File: config.mk
export PLATFORM = sky130hd
export DESIGN_NAME = lgt_row_rule
export DESIGN_NICKNAME = d
export VERILOG_FILES = /design/src/sv/lgt_pkg.sv /design/src/sv/lgt_row_rule.sv
export SDC_FILE = /design/constraint.sdc
export NUM_CORES = 2
export LEC_CHECK = 0
export BUFFER_PORTS_ARGS = -buffer_cell sky130_fd_sc_hd__buf_4
export CAP_MARGIN = 25
export CORE_AREA = 2 2 401 403
export DETAILED_ROUTE_END_ITERATION = 10
export DIE_AREA = 0 0 403 405
export PLACE_DENSITY_LB_ADDON = 0.15
export SLEW_MARGIN = 20
export SYNTH_ARGS = -nofsm -noshare
export SYNTH_HDL_FRONTEND = slang
export SYNTH_SLANG_ARGS = --single-unit
File: constraint.sdc
create_clock -name vclk -period 11.65
set_input_delay 3.495 -clock vclk [all_inputs]
set_output_delay 3.495 -clock vclk [all_outputs]
set_load 0.03 [all_outputs]
File: src/sv/lgt_pkg.sv
// shared constants and codes for the life generation torus unit
package lgt_pkg;

  localparam int GRID_SIZE = 256;
  localparam int ROW_W     = $clog2(GRID_SIZE);
  localparam int COORD_W   = 8;
  localparam int MODE_W    = 2;

  localparam logic [ROW_W-1:0] LAST_ROW = ROW_W'(GRID_SIZE - 1);

  typedef logic [GRID_SIZE-1:0] row_t;

  typedef enum logic [MODE_W-1:0] {
    MODE_WRITE = 2'd0,
    MODE_READ  = 2'd1,
    MODE_STEP  = 2'd2
  } mode_e;

endpackage

File: src/sv/lgt_row_rule.sv
// b3/s23 rule applied across one whole row, with wraparound between columns
module lgt_row_rule import lgt_pkg::*; (
  input  row_t up_i,
  input  row_t mid_i,
  input  row_t down_i,
  output row_t nxt_o
);

  always_comb begin
    logic [3:0] cnt;
    int         lc;
    int         rc;
    nxt_o = '0;
    for (int c = 0; c < GRID_SIZE; c++) begin
      lc  = (c + GRID_SIZE - 1) % GRID_SIZE;
      rc  = (c + 1) % GRID_SIZE;
      cnt = 4'(up_i[lc])   + 4'(up_i[c])   + 4'(up_i[rc]) +
            4'(mid_i[lc])                  + 4'(mid_i[rc]) +
            4'(down_i[lc]) + 4'(down_i[c]) + 4'(down_i[rc]);
      nxt_o[c] = (cnt == 4'd3) || (mid_i[c] && (cnt == 4'd2));
    end
  end

endmodule
==> flow_summary.yaml <==
yosys:
  avgSynthCellArea_um2: 8.957
  ys_seq_area_frac: 0
  synth_cells: 4863
  synth.area.top_cells: "fa_1 47%, ha_1 22%, inv_1 15%"
  yosys.area.top_type: "fa_1"
  yosys_warnings: 0
  synth_top_cell_area_share: 0.4706
  synth_cell_types: 8
  synth_nets: 7423
  synth_area_um2: 43560
pwr:
  combPwrFrac: 1.000
  p_seq_frac: 0
  leakagePower_nw: 30.01
  ir_worst_vdd_uv: 57.62
  sw_frac_of_total: 0.5929
  finalPower_w: 0.005459
  powerDensity_nw_per_um2: 101.2
  p_int_w: 0.002223
  p_clk_frac: 0
  p_sw_w: 0.003237
setup_path:
  start_kind: "input port"
  cpMostUsedCell: "fa_1"
  crit_buf_inv: 4
  cp.required_ns: 8.16
  critical_path_class: "input port to primary output"
  crit_chain: "buf_4 -> inv_1 -> fa_1 -> fa_1 -> fa_1 -> inv_1 -> ha_1 -> fa_1 -> or2_1 -> a21oi_1 -> buf_4"
  crit_family: "adder cells"
  cp_max_fo: 2
  slowest_delay_ns: 0.63
  worstSetupEndpointType: "primary output"
  crit_path_top_delay_cell: "fa_1"
  arrival_ns: 7.15
  crit_cells: 11
worst_hold_path:
  min_path_cells: 4
  hp-class: "input port to primary output"
route:
  via_per_inst: 4.235
  route.detailed.drc: 0
  antenna_left: 0
  drtIter0Drc: 1289
  drtPass1Iterations: 4
  wirelength_um: 141700
  vias: 33890
  routedWlPerCell_um: 17.71
sta:
  final-max-slew-violation-count: 0
  period_minus_slack_ns: 10.64
  post-route-period-util: 0.9136
  worstMarginPinSlew_ns: 0.7822
  timing.fmax_ghz: 0.09396
  setup_violations: 0
  maxSlewHeadroom: 0.4785
  fin_tns_setup_ns: 0
  hold_ws_ns: 7.417
  hold_violations: 0
  rsz0062_at_grt: "false"
die:
  dieHeight_um: 405
  dieArea_um2: 163200
  rows: 147
  die-width_um: 403
  core_area_um2: 159300
  ios: 1024
  initial_core_util: 0.2735
cells_and_area:
  layout_common_cells: "1791 x inv_1, 1024 x fa_1, 1024 x buf_4"
  layout_commonest_cell: "inv_1"
  nClkBuffers: 0
  fin_util: 0.3386
  ff_latch_area_um2: 0
  areaGrowthSynthToFinish_pct: 23.81
  multi_input_area_um2: 36840
  drive_gt1_frac: 0.1739
  nNetsFinal: 8449
  fill_cells: 16957
  fin_area_um2: 53930
  seq_cells: 0
place:
  portBuffers: 1024
  hpwl_um: 139600
  placed_area_um2: 53860
  place.gp.congestion: 0.8990
global_route:
  grt.overflow.total: 0
  grt_max_degree: 4
  grt_usage: 0.1732
  grt_pass1_vias: 36627
  grt_pass1_wl_um: 215400
  antenna_found_initial: 70
clock_network:
  cts_setup_buffers: 0
  cts_resized: 0
  hold_buffers: 0
run_status:
  status: "complete, no violations"
job:
  maxCapViolations: 0
==> tightest hold or removal path: cells and delay by family <==
kind                   cells  cell delay (ns)
buffers and inverters      2             0.25
AO/OA/AOI/OAI              2             0.17
==> through the flow <==
stage | instances | setup WS, ns
6_report | 8002 | 1.007
5_1_grt | 7989 | 0.8205
2_1_floorplan | 4863 | 1.818
4_1_cts | 7973 | 0.9395
3_3_place_gp | 7973 | 0.9390
3_5_place_dp | 7973 | 0.9683
==> layout make-up <==
type / count / area share
Antenna cell: 29 / 0.001346
Multi-Input combinational cell: 3072 / 0.6830
Timing Repair Buffer: 1024 / 0.1425
Inverter: 1791 / 0.1247
Tap cell: 2086 / 0.04840
==> final timing paths <==
check | slack [ns] | start | endpoint
worst min-delay path | 7.42 | mid_i[171] | nxt_o[171]
worst max-delay path | 1.01 | up_i[142] | nxt_o[142]
==> power groups by stage <==
stage          Combinational [W]  Sequential, W       Clock [W]
2_1_floorplan            0.00365              0               0
5_1_grt                  0.00631              0  0.000000000185
4_1_cts                  0.00556              0               0
3_5_place_dp             0.00552              0               0
6_report                 0.00546              0  0.000000000308
3_3_place_gp             0.00544              0               0
==> layer usage <==
metal  track usage  vias to the layer above  share of wire
met4       0.03213                       66          0.018
met5             0                        -         0.0030
li1              -                    16707              -
met1        0.2086                    16291           0.41
met3       0.05424                      140          0.080
met2        0.3038                      686           0.49
==> logic make-up after synthesis <==
| kind of cell | Yosys count | synth area share |
|---|---|---|
| simple gates | 512 | 0.06618 |
| compound gates | 768 | 0.08824 |
| fa+ha+maj | 1792 | 0.6912 |
| buf+inv | 1791 | 0.1543 |
==> cell usage after synthesis, drive strengths merged <==
cell type  number
a21oi         512
fa           1024
ha            768
inv          1791
nand3         256
o21ai         256
or2           256
No activity file was read; power rests on OpenSTA's default activity.
