===== config.mk =====
export PLATFORM = sky130hd
export DESIGN_NAME = lgt_ram
export DESIGN_NICKNAME = d
export VERILOG_FILES = /design/src/sv/lgt_ram.sv
export SDC_FILE = /design/constraint.sdc
export NUM_CORES = 2
export LEC_CHECK = 0
export BUFFER_PORTS_ARGS = -buffer_cell sky130_fd_sc_hd__buf_2
export CAP_MARGIN = 30
export CELL_PAD_IN_SITES_DETAIL_PLACEMENT = 1
export CELL_PAD_IN_SITES_GLOBAL_PLACEMENT = 1
export CORE_ASPECT_RATIO = 0.7
export CORE_UTILIZATION = 46
export DETAILED_ROUTE_END_ITERATION = 16
export GPL_TIMING_DRIVEN = 0
export MAX_ROUTING_LAYER = met4
export PLACE_DENSITY_LB_ADDON = 0.1
export SYNTH_ARGS = -nofsm -noshare
export SYNTH_HDL_FRONTEND = slang
export SYNTH_SLANG_ARGS = --single-unit

===== constraint.sdc =====
create_clock -name clk_i -period 2.1 [get_ports clk_i]
set_input_delay 0.315 -clock clk_i [delete_from_list [all_inputs] [get_ports clk_i]]
set_output_delay 0.315 -clock clk_i [all_outputs]
set_load 0.005 [all_outputs]

===== src/sv/lgt_ram.sv =====
// generic single-write, single-read synchronous ram with registered read
module lgt_ram #(
  parameter int WIDTH = 8,
  parameter int DEPTH = 256
) (
  input  logic                     clk_i,
  input  logic                     we_i,
  input  logic [$clog2(DEPTH)-1:0] waddr_i,
  input  logic [WIDTH-1:0]         wdata_i,
  input  logic [$clog2(DEPTH)-1:0] raddr_i,
  output logic [WIDTH-1:0]         rdata_o
);

  logic [WIDTH-1:0] mem_q [DEPTH];
  logic [WIDTH-1:0] rdata_q;

  always_ff @(posedge clk_i) begin
    if (we_i) begin
      mem_q[waddr_i] <= wdata_i;
    end
    rdata_q <= mem_q[raddr_i];
  end

  assign rdata_o = rdata_q;

endmodule


==> impl_metrics.env <==
export IMPL_outcome="complete, but fails checks"
export IMPL_violations="negative setup slack"
export IMPL_clkLatencyLatePin_ns=0.86
export IMPL_synth_top_area_share_pct=77.30
export IMPL_syn2layout_area_growth_pct=17.27
export IMPL_min_delay_start="wdata_i[7]"
export IMPL_ys_flop_type="edfxtp_1"
export IMPL_arrival_ns=3.29
export IMPL_regToRegSetupSlack_ns=-0.48
export IMPL_worstReg2RegEnd="rdata_o[5]$_DFF_P_"
export IMPL_drt_iter0_markers=6488
export IMPL_cp_start_kind="primary input"
export IMPL_ys_warnings_count=0
export IMPL_fin_ws_ns=-0.5054
export IMPL_async_flop_share_pct=0
export IMPL_grt_max_degree=137
export IMPL_overflow=0
export IMPL_cp_data_required_time_ns=2.78
export IMPL_viasPerCell=6.533
export IMPL_grt_first_pass_wirelength_um=360900
export IMPL_r2r_cells=6
export IMPL_period_minus_slack_ns=2.605
export IMPL_initial_utilization_pct=46.40
export IMPL_max_freq_mhz=383.8
export IMPL_dp_slack_ns=-2.989
export IMPL_critical_path_class="in2reg"
export IMPL_syn_nets=3759
export IMPL_avgSynthCellArea_um2=21.31
export IMPL_die_area_mm2=0.1746
export IMPL_die_width_um=499.1
export IMPL_drive_gt1_share_pct=32.54
export IMPL_maxSlewHeadroom_pct=23.12
export IMPL_cp_max_fo=10
export IMPL_port_buffers=26
export IMPL_hold_class="in2reg"
export IMPL_syn_area_mm2=0.07956
export IMPL_p_per_area_mw_per_mm2=918.2
export IMPL_synth_cells=3733
export IMPL_seq_area_frac_synth_pct=77.50
export IMPL_rr_startpoint="mem_q[43][5]$_DFFE_PP_"
export IMPL_routed_wirelength_um=269000
export IMPL_io_pins=34
export IMPL_rsz0062_at_grt="true"
export IMPL_fin_area_mm2=0.09329
export IMPL_core_area_mm2=0.1715
export IMPL_hold_viol=0
export IMPL_skew_ns=0.03105
export IMPL_rows=127
export IMPL_antenna_found_initial=10
export IMPL_cap_violations=0
export IMPL_synth_seq_cells=2056
export IMPL_dr_total_vias=42477
export IMPL_grt_use_total_pct=31.98
export IMPL_cts_tree="yes"
export IMPL_dieHeight_um=349.9
export IMPL_worstSetupEndpointType="flop"
export IMPL_peakVddDrop_uv=904.5
export IMPL_yosysTopAreaCell="edfxtp_1"
export IMPL_wl_per_cell_um=41.37
export IMPL_min_delay_path_depth=1
export IMPL_drc=0
export IMPL_dr_pass1_iters=6
export IMPL_yosys_top_cells_area="edfxtp_1, mux4_2, mux2i_1"
export IMPL_worstMarginPinSlew_ns=1.153
export IMPL_synth_edf_count=2048
export IMPL_ant_nets=0
export IMPL_cts_buffers=195
export IMPL_slew_violations=0
export IMPL_netlist_top_cells_count="edfxtp_1, mux4_2, nor2_1"
export IMPL_min_to="mem_q[44][7]$_DFFE_PP_"
export IMPL_clk_pin_slew_worst_paths_ns=0.06
export IMPL_synth_cell_types=55
export IMPL_clock_sinks=2056
export IMPL_synth_most_common_cell="edfxtp_1"
export IMPL_p_leak_nw=28.65
export IMPL_setup_viol=452
export IMPL_dpl_cell_area_mm2=0.08416
export IMPL_place_gp_congestion=0.9727
export IMPL_cts_root_buf="clkbuf_16"
export IMPL_grt_pass1_vias=41422
export IMPL_nets=4095
export IMPL_cts_max_level=4
export IMPL_finalCritPeriodShare_pct=124.1
export IMPL_place_hpwl_um=181300
export IMPL_cts_buffer_depth=3
## cell type report
| class | count | area [um^2] |
|---|---|---|
| clock buffers | 258 | 5210 |
| diodes | 7 | 17.52 |
| flip-flops and latches | 2056 | 61660 |
| well taps | 2257 | 2824 |
| multi-input cells | 1442 | 18590 |
| repair buffers | 142 | 1777 |
| plain buffers | 230 | 2338 |
| fillers | 14609 | 78160 |
| inverters | 2 | 8.758 |
| clock inverters | 108 | 868.3 |
## timing repair
action | CTS | global route
endpoints found under the hold margin | 132 | 0
endpoints found under the setup margin | 1439 | 638
pin swaps | 19 | 19
gates resized for setup | 589 | 119
hold buffers | 5 | 0
buffers inserted | 6 | 14
## cells in the final DEF, fill, tap and decap left out, drive strengths merged, types with 14 or more instances in the layout
master | synthesis | routed
a221oi | 14 | 14
nand2 | 33 | 33
nor2 | 282 | 282
a211oi | 16 | 16
clkinv | 1 | 86
a22oi | 133 | 133
buf | 122 | 253
mux4 | 456 | 456
o22ai | 28 | 28
mux2i | 134 | 134
nor4 | 27 | 27
a21oi | 96 | 96
nand3 | 34 | 34
nor3 | 22 | 22
nor2b | 31 | 31
clkbuf | 111 | 372
edfxtp | 2048 | 2048
o221ai | 47 | 47
## flip-flops by register name, indices dropped and copies added, names as in the netlist
signal,count
rdata_o,8
mem_q,2048
## worst max path at each step
stage | startpoint | to | slack [ns] | depth (start not counted)
after detailed placement | raddr_i[2] | rdata_o[5]$_DFF_P_ | -2.99 | 10
after global placement | raddr_i[4] | rdata_o[7]$_DFF_P_ | -3.75 | 9
after floorplan | raddr_i[0] | rdata_o[0]$_DFF_P_ | -0.03 | 9
after CTS | mem_q[83][0]$_DFFE_PP_ | rdata_o[0]$_DFF_P_ | -0.40 | 5
after global routing | mem_q[83][0]$_DFFE_PP_ | rdata_o[0]$_DFF_P_ | -0.51 | 5
final | raddr_i[2] | rdata_o[5]$_DFF_P_ | -0.51 | 10
## kinds of logic after synthesis
group,after synthesis,share of synthesized area [%]
AO/OA/AOI/OAI,385,3.419
AND/OR/NAND/NOR,466,2.628
flip-flops,2056,77.50
multiplexers,591,14.62
buffers and inverters,235,1.831
## through the flow
step	util (%)	total power, mW	hold slack, ns	cells	setup TNS [ns]
2_1_floorplan	-	48.41	0.4139	3733	-16.00
3_3_place_gp	48.31	51.21	0.6919	6016	-8645.65
3_5_place_dp	49.08	51.32	0.5383	6100	-2413.70
4_1_cts	54.00	85.67	0.04778	6475	-8.329
5_1_grt	54.41	87.36	0.06540	6501	-17.74
6_report	54.41	85.66	0.04317	6502	-38.16
## routing by layer
| layer | track usage (%) | up-vias | routed length [um] |
|---|---|---|---|
| li1 | - | 16447 | - |
| met1 | 46.75 | 23150 | 114700 |
| met2 | 43.68 | 2479 | 113800 |
| met3 | 9.626 | 401 | 32840 |
| met4 | 7.998 | 0 | 7663 |
| met5 | - | - | 0 |
## critical path: stages
cell,delay (ns)
buf_4,0.20
buf_8,0.26
buf_8,0.30
nor2_4,0.14
clkbuf_2,0.30
buf_6,0.24
a22oi_1,0.42
a31oi_2,0.32
nor4_4,0.58
nor4_4,0.12
## report_power, final
group          total, mW  switching, mW  leakage [nW]  internal [mW]
Clock               34.6           15.6          2.95           18.9
Sequential          45.3         0.0268          18.5           45.2
Combinational       5.85           3.94          7.22           1.90
No activity file was read; power rests on OpenSTA's default activity.
